<file path="src/sv/ldf_pkg.sv">
// Package for the length-prefixed frame deframer.
// Holds event codes, controller states and default settings; no dependencies.
`timescale 1ns / 1ps

package ldf_pkg;

    localparam int BUFFER_DEPTH_DEF = 64;

    localparam logic [15:0] IDLE_LIMIT_RESET = 16'd100;
    localparam logic [15:0] IDLE_TICKS_MAX   = 16'hFFFF;

    localparam logic [2:0] KIND_PAYLOAD   = 3'd0;
    localparam logic [2:0] KIND_EMPTY     = 3'd1;
    localparam logic [2:0] KIND_CSUM_ERR  = 3'd2;
    localparam logic [2:0] KIND_OVERSIZE  = 3'd3;
    localparam logic [2:0] KIND_START_APP = 3'd4;

    typedef enum logic [1:0] {
        ST_IDLE,
        ST_EVENT,
        ST_RD_ADDR,
        ST_RD_WAIT
    } t_state;

endpackage

</file>
<file path="src/sv/ldf_ram.sv">
// Generic single-port-write, single-port-read RAM with registered read data.
// No dependencies.
`timescale 1ns / 1ps

module ldf_ram #(
    parameter int WIDTH = 8,
    parameter int DEPTH = 64,
    localparam int AW = (DEPTH > 1) ? $clog2(DEPTH) : 1
) (
    input  logic             i_clk,
    input  logic             i_we,
    input  logic [AW-1:0]    i_waddr,
    input  logic [WIDTH-1:0] i_wdata,
    input  logic             i_re,
    input  logic [AW-1:0]    i_raddr,
    output logic [WIDTH-1:0] o_rdata
);

    logic [WIDTH-1:0] r_mem [DEPTH];
    logic [WIDTH-1:0] r_rdata;

    always_ff @(posedge i_clk) begin
        if (i_we) begin
            r_mem[i_waddr] <= i_wdata;
        end
        if (i_re) begin
            r_rdata <= r_mem[i_raddr];
        end
    end

    assign o_rdata = r_rdata;

endmodule

</file>
<file path="src/sv/length_prefixed_frame_deframer.sv">
// Length-prefixed frame deframer: top level with frame controller and output register.
// Depends on ldf_pkg and ldf_ram (frame store).
//
// Takes one item at a time; input stalls while the controller is busy. A tick, a
// control word without event, a length byte or a mid-frame data byte causes no stall;
// an item that raises an event stalls input until it enters the output register. A
// good frame of length L is read back from the frame store once complete: its L-1
// payload bytes each go through ST_RD_ADDR, then ST_RD_WAIT for registered read data.
// A finished result waits in the output register while the next item is taken.
`timescale 1ns / 1ps

module length_prefixed_frame_deframer #(
    parameter int BUFFER_DEPTH = ldf_pkg::BUFFER_DEPTH_DEF
) (
    input  logic        i_clk,
    input  logic        i_rst_n,
    input  logic        i_in_valid,
    output logic        o_in_stall,
    input  logic        i_opcode,
    input  logic [8:0]  i_link_word,
    output logic        o_out_valid,
    input  logic        i_out_stall,
    output logic [2:0]  o_event_kind,
    output logic [7:0]  o_payload_byte,
    output logic        o_last_of_frame,
    input  logic        i_cfg_valid,
    output logic        o_cfg_ready,
    input  logic [15:0] i_cfg_data
);

    localparam int AW = (BUFFER_DEPTH > 1) ? $clog2(BUFFER_DEPTH) : 1;
    localparam logic [8:0] DEPTH_W = 9'(BUFFER_DEPTH);

    ldf_pkg::t_state r_state, n_state;

    logic [15:0] r_limit;
    logic [15:0] r_idle, n_idle;
    logic [7:0]  r_exp, n_exp;
    logic [7:0]  r_cnt, n_cnt;
    logic [7:0]  r_sum, n_sum;
    logic [2:0]  r_evt_kind, n_evt_kind;
    logic [7:0]  r_rd_last, n_rd_last;
    logic [7:0]  r_rd_idx;

    logic        r_out_valid;
    logic [2:0]  r_out_kind;
    logic [7:0]  r_out_byte;
    logic        r_out_last;

    logic        w_in_acc;
    logic        w_slot_free;
    logic        w_discard;
    logic [7:0]  w_cur_exp, w_cur_cnt, w_cur_sum;
    logic [7:0]  w_cnt1, w_sum1;
    logic        w_evt, w_readout, w_we;
    logic        w_re, w_out_load, w_rd_is_last;
    logic [7:0]  w_rdata;

    assign o_in_stall  = (r_state != ldf_pkg::ST_IDLE);
    assign w_in_acc    = i_in_valid && !o_in_stall;
    assign w_slot_free = !r_out_valid || !i_out_stall;
    assign o_cfg_ready = 1'b1;

    assign w_discard = (r_idle >= r_limit);
    assign w_cur_exp = w_discard ? 8'd0 : r_exp;
    assign w_cur_cnt = w_discard ? 8'd0 : r_cnt;
    assign w_cur_sum = w_discard ? 8'd0 : r_sum;
    assign w_cnt1    = w_cur_cnt + 8'd1;
    assign w_sum1    = w_cur_sum + i_link_word[7:0];
    assign w_rd_is_last = (r_rd_idx == r_rd_last);

    // item handling
    always_comb begin
        n_exp      = r_exp;
        n_cnt      = r_cnt;
        n_sum      = r_sum;
        n_idle     = r_idle;
        n_evt_kind = r_evt_kind;
        n_rd_last  = r_rd_last;
        w_evt      = 1'b0;
        w_readout  = 1'b0;
        w_we       = 1'b0;
        if (w_in_acc) begin
            if (i_opcode) begin
                if (r_idle != ldf_pkg::IDLE_TICKS_MAX) begin
                    n_idle = r_idle + 16'd1;
                end
            end else if (i_link_word[8]) begin
                n_exp  = 8'd0;
                n_cnt  = 8'd0;
                n_sum  = 8'd0;
                n_idle = 16'd0;
                if (i_link_word[7:0] != 8'd0) begin
                    w_evt      = 1'b1;
                    n_evt_kind = ldf_pkg::KIND_START_APP;
                end
            end else begin
                n_idle = 16'd0;
                if (w_cur_exp == 8'd0) begin
                    n_exp = i_link_word[7:0];
                    n_sum = i_link_word[7:0];
                    n_cnt = 8'd0;
                end else begin
                    w_we = ({1'b0, w_cur_cnt} < DEPTH_W);
                    if (w_cnt1 == w_cur_exp) begin
                        n_exp = 8'd0;
                        n_cnt = 8'd0;
                        n_sum = 8'd0;
                        if ({1'b0, w_cur_exp} > DEPTH_W) begin
                            w_evt      = 1'b1;
                            n_evt_kind = ldf_pkg::KIND_OVERSIZE;
                        end else if (w_sum1 != 8'd0) begin
                            w_evt      = 1'b1;
                            n_evt_kind = ldf_pkg::KIND_CSUM_ERR;
                        end else if (w_cur_exp == 8'd1) begin
                            w_evt      = 1'b1;
                            n_evt_kind = ldf_pkg::KIND_EMPTY;
                        end else begin
                            w_readout = 1'b1;
                            n_rd_last = w_cur_exp - 8'd2;
                        end
                    end else begin
                        n_exp = w_cur_exp;
                        n_cnt = w_cnt1;
                        n_sum = w_sum1;
                    end
                end
            end
        end
    end

    // next state
    always_comb begin
        n_state = r_state;
        case (r_state)
            ldf_pkg::ST_IDLE: begin
                if (w_evt) begin
                    n_state = ldf_pkg::ST_EVENT;
                end else if (w_readout) begin
                    n_state = ldf_pkg::ST_RD_ADDR;
                end
            end
            ldf_pkg::ST_EVENT: begin
                if (w_slot_free) begin
                    n_state = ldf_pkg::ST_IDLE;
                end
            end
            ldf_pkg::ST_RD_ADDR: begin
                n_state = ldf_pkg::ST_RD_WAIT;
            end
            ldf_pkg::ST_RD_WAIT: begin
                if (w_slot_free) begin
                    n_state = w_rd_is_last ? ldf_pkg::ST_IDLE : ldf_pkg::ST_RD_ADDR;
                end
            end
            default: begin
                n_state = ldf_pkg::ST_IDLE;
            end
        endcase
    end

    // controller outputs
    always_comb begin
        w_re       = 1'b0;
        w_out_load = 1'b0;
        case (r_state)
            ldf_pkg::ST_EVENT: begin
                w_out_load = w_slot_free;
            end
            ldf_pkg::ST_RD_ADDR: begin
                w_re = 1'b1;
            end
            ldf_pkg::ST_RD_WAIT: begin
                w_out_load = w_slot_free;
            end
            default: begin
                w_re       = 1'b0;
                w_out_load = 1'b0;
            end
        endcase
    end

    ldf_ram #(
        .WIDTH (8),
        .DEPTH (BUFFER_DEPTH)
    ) u_store (
        .i_clk   (i_clk),
        .i_we    (w_we),
        .i_waddr (w_cur_cnt[AW-1:0]),
        .i_wdata (i_link_word[7:0]),
        .i_re    (w_re),
        .i_raddr (r_rd_idx[AW-1:0]),
        .o_rdata (w_rdata)
    );

    always_ff @(posedge i_clk) begin
        if (!i_rst_n) begin
            r_state     <= ldf_pkg::ST_IDLE;
            r_limit     <= ldf_pkg::IDLE_LIMIT_RESET;
            r_idle      <= 16'd0;
            r_exp       <= 8'd0;
            r_cnt       <= 8'd0;
            r_sum       <= 8'd0;
            r_rd_idx    <= 8'd0;
            r_out_valid <= 1'b0;
        end else begin
            r_state <= n_state;
            r_idle  <= n_idle;
            r_exp   <= n_exp;
            r_cnt   <= n_cnt;
            r_sum   <= n_sum;
            if (i_cfg_valid && o_cfg_ready) begin
                r_limit <= i_cfg_data;
            end
            if (w_readout) begin
                r_rd_idx <= 8'd0;
            end else if (w_out_load && r_state == ldf_pkg::ST_RD_WAIT) begin
                r_rd_idx <= r_rd_idx + 8'd1;
            end
            if (w_out_load) begin
                r_out_valid <= 1'b1;
            end else if (!i_out_stall) begin
                r_out_valid <= 1'b0;
            end
        end
    end

    always_ff @(posedge i_clk) begin
        r_evt_kind <= n_evt_kind;
        r_rd_last  <= n_rd_last;
        if (w_out_load) begin
            if (r_state == ldf_pkg::ST_RD_WAIT) begin
                r_out_kind <= ldf_pkg::KIND_PAYLOAD;
                r_out_byte <= w_rdata;
                r_out_last <= w_rd_is_last;
            end else begin
                r_out_kind <= r_evt_kind;
                r_out_byte <= 8'd0;
                r_out_last <= 1'b1;
            end
        end
    end

    assign o_out_valid     = r_out_valid;
    assign o_event_kind    = r_out_kind;
    assign o_payload_byte  = r_out_byte;
    assign o_last_of_frame = r_out_last;

    a_cnt_below_len: assert property (@(posedge i_clk) disable iff (!i_rst_n)
        (r_exp == 8'd0) ? (r_cnt == 8'd0) : (r_cnt < r_exp))
        else $error("received count out of range of frame length");

    a_rd_in_range: assert property (@(posedge i_clk) disable iff (!i_rst_n)
        (r_state == ldf_pkg::ST_RD_WAIT || r_state == ldf_pkg::ST_RD_ADDR)
        |-> ({1'b0, r_rd_idx} < DEPTH_W - 9'd1) && (r_rd_idx <= r_rd_last))
        else $error("readout index beyond frame payload");

    a_event_fields: assert property (@(posedge i_clk) disable iff (!i_rst_n)
        $rose(r_out_valid) && (r_out_kind != ldf_pkg::KIND_PAYLOAD)
        |-> (r_out_byte == 8'd0) && r_out_last)
        else $error("event item carries payload or lacks last flag");

    a_start_app: assert property (@(posedge i_clk) disable iff (!i_rst_n)
        w_in_acc && !i_opcode && i_link_word[8] && (i_link_word[7:0] != 8'd0)
        |=> (r_state == ldf_pkg::ST_EVENT) && (r_evt_kind == ldf_pkg::KIND_START_APP))
        else $error("start-application control word not reported");

    a_no_write_readout: assert property (@(posedge i_clk) disable iff (!i_rst_n)
        (r_state != ldf_pkg::ST_IDLE) |-> !w_we)
        else $error("frame store written during readout");

endmodule

</file>
<file path="config.mk">
export PLATFORM = sky130hd
export DESIGN_NAME = length_prefixed_frame_deframer
export DESIGN_NICKNAME = d
export VERILOG_FILES = /design/src/sv/ldf_pkg.sv /design/src/sv/ldf_ram.sv /design/src/sv/length_prefixed_frame_deframer.sv
export SDC_FILE = /design/constraint.sdc
export NUM_CORES = 1
export LEC_CHECK = 0
export BUFFER_PORTS_ARGS = -buffer_cell sky130_fd_sc_hd__buf_2
export CORE_UTILIZATION = 35
export DETAILED_ROUTE_END_ITERATION = 8
export GPL_TIMING_DRIVEN = 1
export PLACE_DENSITY = 0.48
export SETUP_SLACK_MARGIN = 0.1
export SLEW_MARGIN = 20
export SYNTH_ARGS = -nofsm -noshare
export SYNTH_HDL_FRONTEND = slang
export SYNTH_SLANG_ARGS = --single-unit
</file>
<file path="constraint.sdc">
create_clock -name i_clk -period 9.54 [get_ports i_clk]
set_input_delay 0.477 -clock i_clk [delete_from_list [all_inputs] [get_ports i_clk]]
set_output_delay 0.477 -clock i_clk [all_outputs]
set_load 0.005 [all_outputs]
</file>
; Yosys cells after proc, flatten, opt, wreduce, memory -nomap -nowiden
; Memories as Yosys holds them, arrays and structs flattened. A register that Yosys moved wholly into a read port is not among the register bits.
; Cells that the tools add are included.
[classes]
n_mux = 54
bitwise = 7
addsub = 5
eq_ne = 14
reduce_logical = 20
magnitude_cmp = 3
[ops]
columns = operator, count
row1 = $mux 8, 12
row2 = $mux 16, 2
row3 = $mux 1, 27
row4 = $mux 3, 7
row5 = $add 16x1->16 const B, 1
row6 = $add 8x1->8 const B, 2
row7 = $eq 8x8->1, 2
row8 = $ge 16x16->1, 1
row9 = $ne 16x16->1 const B, 1
row10 = $reduce_bool 8->1, 2
row11 = $mux 2, 5
row12 = $add 8x8->8, 1
row13 = $eq 8x1->1 const B, 1
row14 = $gt 8x7->1 const B, 1
row15 = $logic_not 8->1, 1
row16 = $lt 8x7->1 const B, 1
row17 = $pmux 2 s4, 1
row18 = $reduce_and 8->1, 1
row19 = $sub 8x2->8 const B, 1
row20 = $not 1->1, 7
row21 = $ne 2x1->1 const B, 3
row22 = $ne 2x2->1 const B, 3
row23 = $reduce_and 6->1, 1
row24 = $eq 2x2->1 const B, 2
row25 = other kinds (11), 17
[word_totals]
reg_bits = 90
ram_bits = 512
out_inout_bits = 15
input_bits = 31
mem_count = 1
[mem_list]
columns = name, depth, width, rd, rd_clocked_by_memory_dff, write_ports, line_no
row1 = u_store.r_mem, 64, 8, 1, 1, 1, ldf_ram.sv:19  ; logic [WIDTH-1:0] r_mem [DEPTH];

; Longest topological paths before layout
[logic_depth]
ltp_word = 14
mapped_depth = 18
depth_no_buf = 16

; Modules after synthesis
; Synthesis repeated with hierarchy kept, for this count alone.
[hier_totals]
cells_unflattened = 1506
hier_area_um2 = 25275.5
[modules_own_cells]
columns = mod, instances, area_each_um2, cells_each
row1 = ldf_ram, 1, 20246.9, 940
row2 = length_prefixed_frame_deframer, 1, 5028.6, 566

; Least setup slack after synthesis
; No wires, ideal clock.
[synth_path]
path_type = reg2reg
start = register r_limit[15]
end = register r_rd_last[0] (enable)
setup_slack_ns = 4.813
arrival_ns = 4.342
synth_period_minus_slack_ns = 4.727
stages_incl_launch_ff = 17
required_time_ns = 9.156
cell_sequence = dfxtp_1 inv_1 ha_1 nand4_1 nor3_1 or4b_1 and3_1 clkbuf_1 clkbuf_1 and2_1 ha_1 fa_1 xor2_1 or3_1 nor3_1 nand4bb_1 nor3_2
[synth_between]
elab_chain_cells = 6
[synth_rtl]
columns = item, line_no
row1 = "start, declared", length_prefixed_frame_deframer.sv:36  ; logic [15:0] r_limit;
row2 = "start signal, assigned", length_prefixed_frame_deframer.sv:199  ; r_limit <= ldf_pkg::IDLE_LIMIT_RESET;
row3 = "start signal, assigned", length_prefixed_frame_deframer.sv:213  ; r_limit <= i_cfg_data;
row4 = $ge 16x16->1 *, length_prefixed_frame_deframer.sv:64  ; assign w_discard = (r_idle >= r_limit);
row5 = $mux 8, length_prefixed_frame_deframer.sv:67  ; assign w_cur_sum = w_discard ? 8'd0 : r_sum;
row6 = $add 8x8->8, length_prefixed_frame_deframer.sv:69  ; assign w_sum1 = w_cur_sum + i_link_word[7:0];
row7 = $reduce_bool 8->1, length_prefixed_frame_deframer.sv:112  ; end else if (w_sum1 != 8'd0) begin
row8 = $not 1->1 (no source line), -
row9 = $reduce_and 8->1 (no source line) *, -
row10 = "end signal, assigned", length_prefixed_frame_deframer.sv:230  ; r_rd_last <= n_rd_last;
row11 = "end, declared", length_prefixed_frame_deframer.sv:42  ; logic [7:0] r_rd_last, n_rd_last;
; Every way passes the cells marked *; elsewhere a longest branch is shown, timed or not.
; A chain may end at the register's enable or synchronous reset.

; Worst setup path in the final report
[layout_path]
start = register r_limit[15]
end = register r_rd_last[4] (enable)
; The elaborated chain is that of the path after synthesis.

==> qor.txt <==
outcome = finished clean
cts hold-fix bufs = 0
WL/cell = 25.5 µm
slowest stage delay, CP = 550 ps
first-pass GRT wire length = 88800 µm
final hold vios = 0
total overflow reported by the global router = 0
Final nets = 1460
CORE AREA = 0.0700 mm²
max_cap viols = 0
RSZ-0062 raised after global routing = no
slack of the worst reg-to-reg path = 4840 ps
# fillers = 6316
Cell variety after synth = 64
All-Layer GR Usage = 17.5%
CP endpoint kind = register
Max Clk Rate = 0.213 GHz
syn_nets = 1393
WP buf/inv = 3
Multi-input gate area = 0.00676 mm²
layout cells sized above 1 = 23.3%
worst hold path type = in -> reg
Die ar. = 0.0718 mm²
Synth async-reset ratio = 0%
Crit Path Max Fanout = 30
LEAKAGE = 8.76 nW
Starting DRT DRC Count = 941
H-tree Lvls = 3
DR vias/cell = 5.23
power density cells = 197 mW/mm²
Final Cycle Share = 49.2%
Worst Max-Slew Pin Slew = 978 ps
number of synthesized flops with an enable pin = 543
WS Path Type = reg -> reg
Slowest cell on crit path = or4b_1
pins over their slew limit = 0
vias in the first global route = 12600
clock sink count = 610
CP arrival = 4980 ps
DR pass1 iterations = 4
area delta synth->final = 13.7%
# Post-CTS Setup Buffers = 0
dominant synthesized flop cell = edfxtp_1
slew margin rel. = 34.6%
Yosys reg bits = 610
via count = 12500
reg2reg start = r_limit[15]
DRC violation count after routing = 0
Post-Route Setup TNS = 0 ps
Area after DPL = 0.0261 mm²
largest net degree at the start of global routing = 69
clock slew at reported path FFs = 60 ps
num rows = 97
CP Launch Type = register
design area = 0.0282 mm²
Worst VDD drop = 0.105 mV
commonest non-fill, non-tap cell in the layout = edfxtp_1
register area share after synthesis = 71.2%
Mapped Area = 0.0248 mm²
number of port buffers = 44
total power = 5.55 mW
overall routed net length = 61000 µm
Reg area = 0.0177 mm²
crit path from = r_limit[15]
TritonCTS buffer count = 68
Largest delay share family, worst path = simple AND/OR/NAND/NOR gates
TritonCTS clock tree = done
commonest non-fill, non-tap cells in the layout = 543 x edfxtp_1, 168 x mux4_2, 111 x nor2_1
Post-Syn Instances = 1334
Synth warnings = 0
critical path data required time = 9820 ps
critical path, cell by cell = inv_1 > ha_1 > nand4_1 > nor3_1 > or4b_1 > and3_1 > buf_4 > and2_1 > ha_1 > fa_1 > xor2_1 > or3_1 > nor3_1 > nand4bb_1 > nor3_2 > buf_4
Syn Area/Cell = 18.6 µm²
Worst Setup EP = r_rd_last[4]
Initial Util = 35.4%
Min Clock Period, post-route = 4700 ps
IO Count = 46
post-CTS sizing = 0
Root Buffer = clkbuf_16
reg2reg path depth = 16
die width = 268 µm
initial antenna violation count = 6
HPWL Detailed = 37700 µm
Clock Path Buffers = 3
Die Span Y = 268 µm
gpl congestion = 0.782
Clock Skew = 20.3 ps
Final ANT Viol Nets = 0
setup violators final = 0
FF-to-FF End = r_rd_last[4]
Crit path depth = 16
clock insertion delay at the later pin of the skew report = 610 ps
logic make-up after synthesis:
kind of cell	share of synthesized area [%]
flops	71.2
simple gates	5.69
mux	15.9
compound gates	2.51
buf+inv	1.45
xor+xnor	1.75
fa+ha+maj	1.44
other cells	0.0151
power breakdown:
group / internal (mW) / switching, mW / total [mW] / leakage (nW)
sequential: 2.91 / 0.00698 / 2.92 / 5.43
combinational: 0.0415 / 0.0993 / 0.141 / 2.31
clock: 1.44 / 1.05 / 2.49 / 1.01
total: 4.39 / 1.15 / 5.55 / 8.76
metrics by stage:
stage	utilization, %	std cells	hold slack, ps	worst slack, ps
2_1_floorplan	-	1334	423	4810
3_3_place_gp	37.2	2271	435	4890
3_5_place_dp	37.2	2271	443	4840
4_1_cts	40.2	2389	71.6	4800
5_1_grt	40.2	2390	89.6	4560
6_report	40.2	2391	102	4840
sequential cells by signal, summed over array words and instances, names as in the netlist:
name             flops
o_event_kind         3
o_last_of_frame      1
o_out_valid          1
o_payload_byte       8
r_cnt                8
r_evt_kind           3
r_exp                8
r_idle              16
r_limit             16
r_rd_idx             8
r_rd_last            8
r_state              2
r_sum                8
u_store.o_rdata      8
u_store.r_mem      512
how the worst min path moves through the flow:
| stage | start | end | slack (ps) | depth (start not counted) |
|---|---|---|---|---|
| final | i_cfg_data[6] | r_limit[6] | 100 | 3 |
| after global routing | i_cfg_data[6] | r_limit[6] | 90 | 3 |
| after CTS | i_cfg_data[6] | r_limit[6] | 70 | 3 |
| after detailed placement | r_sum[4] | r_sum[4] | 440 | 2 |
| after global placement | r_sum[3] | r_sum[3] | 430 | 2 |
| after floorplan | r_sum[0] | r_sum[0] | 420 | 2 |
per-layer routing:
metal	vias to the layer above	track usage [%]	part of all wire (%)
met5	-	0	0
met4	0	5.33	2.2
met3	90	3.12	5.5
met2	323	26.6	46
met1	6587	25.5	46
li1	5508	-	-
final cells by class:
class	instances	share of cell area (%)
multi-input cells	632	24.0
well taps	940	4.18
clock buffers	89	6.51
diodes	2	0.0178
inverters	24	0.320
clock inverters	29	0.893
flip-flops and latches	610	62.7
repair buffers	65	1.34
cells in the mapped netlist, types with 3 or more instances:
| cell | instances | area share [%] |
|---|---|---|
| and2_1 | 17 | 0.43 |
| o21ai_1 | 4 | 0.081 |
| ha_1 | 27 | 1.4 |
| buf_1 | 20 | 0.30 |
| a22oi_1 | 5 | 0.15 |
| mux2i_1 | 14 | 0.57 |
| and4_1 | 4 | 0.14 |
| nand3_1 | 9 | 0.18 |
| a31oi_1 | 8 | 0.20 |
| nor2_1 | 111 | 1.7 |
| xor2_1 | 24 | 0.85 |
| nor3_1 | 15 | 0.30 |
| and3_1 | 18 | 0.45 |
| clkbuf_1 | 43 | 0.65 |
| nand3b_1 | 5 | 0.15 |
| xnor2_1 | 23 | 0.81 |
| edfxtp_1 | 543 | 66 |
| buf_2 | 3 | 0.061 |
| o21ai_0 | 16 | 0.32 |
| dfxtp_1 | 67 | 5.4 |
| nand2b_1 | 9 | 0.23 |
| o21bai_1 | 3 | 0.091 |
| o21a_1 | 5 | 0.15 |
| a22o_1 | 13 | 0.46 |
| nand4_1 | 14 | 0.35 |
| o211ai_1 | 5 | 0.15 |
| nand2_1 | 46 | 0.70 |
| or3_1 | 6 | 0.15 |
| mux4_2 | 168 | 15 |
| a211oi_1 | 3 | 0.091 |
| a21oi_1 | 25 | 0.51 |
| inv_1 | 24 | 0.36 |
worst register-to-register path, stage by stage, from the launching register on:
cell	delay (ps)
dfxtp_1	320
inv_1	50
ha_1	300
nand4_1	120
nor3_1	330
or4b_1	550
and3_1	200
buf_4	220
and2_1	190
ha_1	200
fa_1	430
xor2_1	180
or3_1	310
nor3_1	280
nand4bb_1	240
nor3_2	200
buf_4	250
Note: power is estimated with default switching activity, not from simulation.
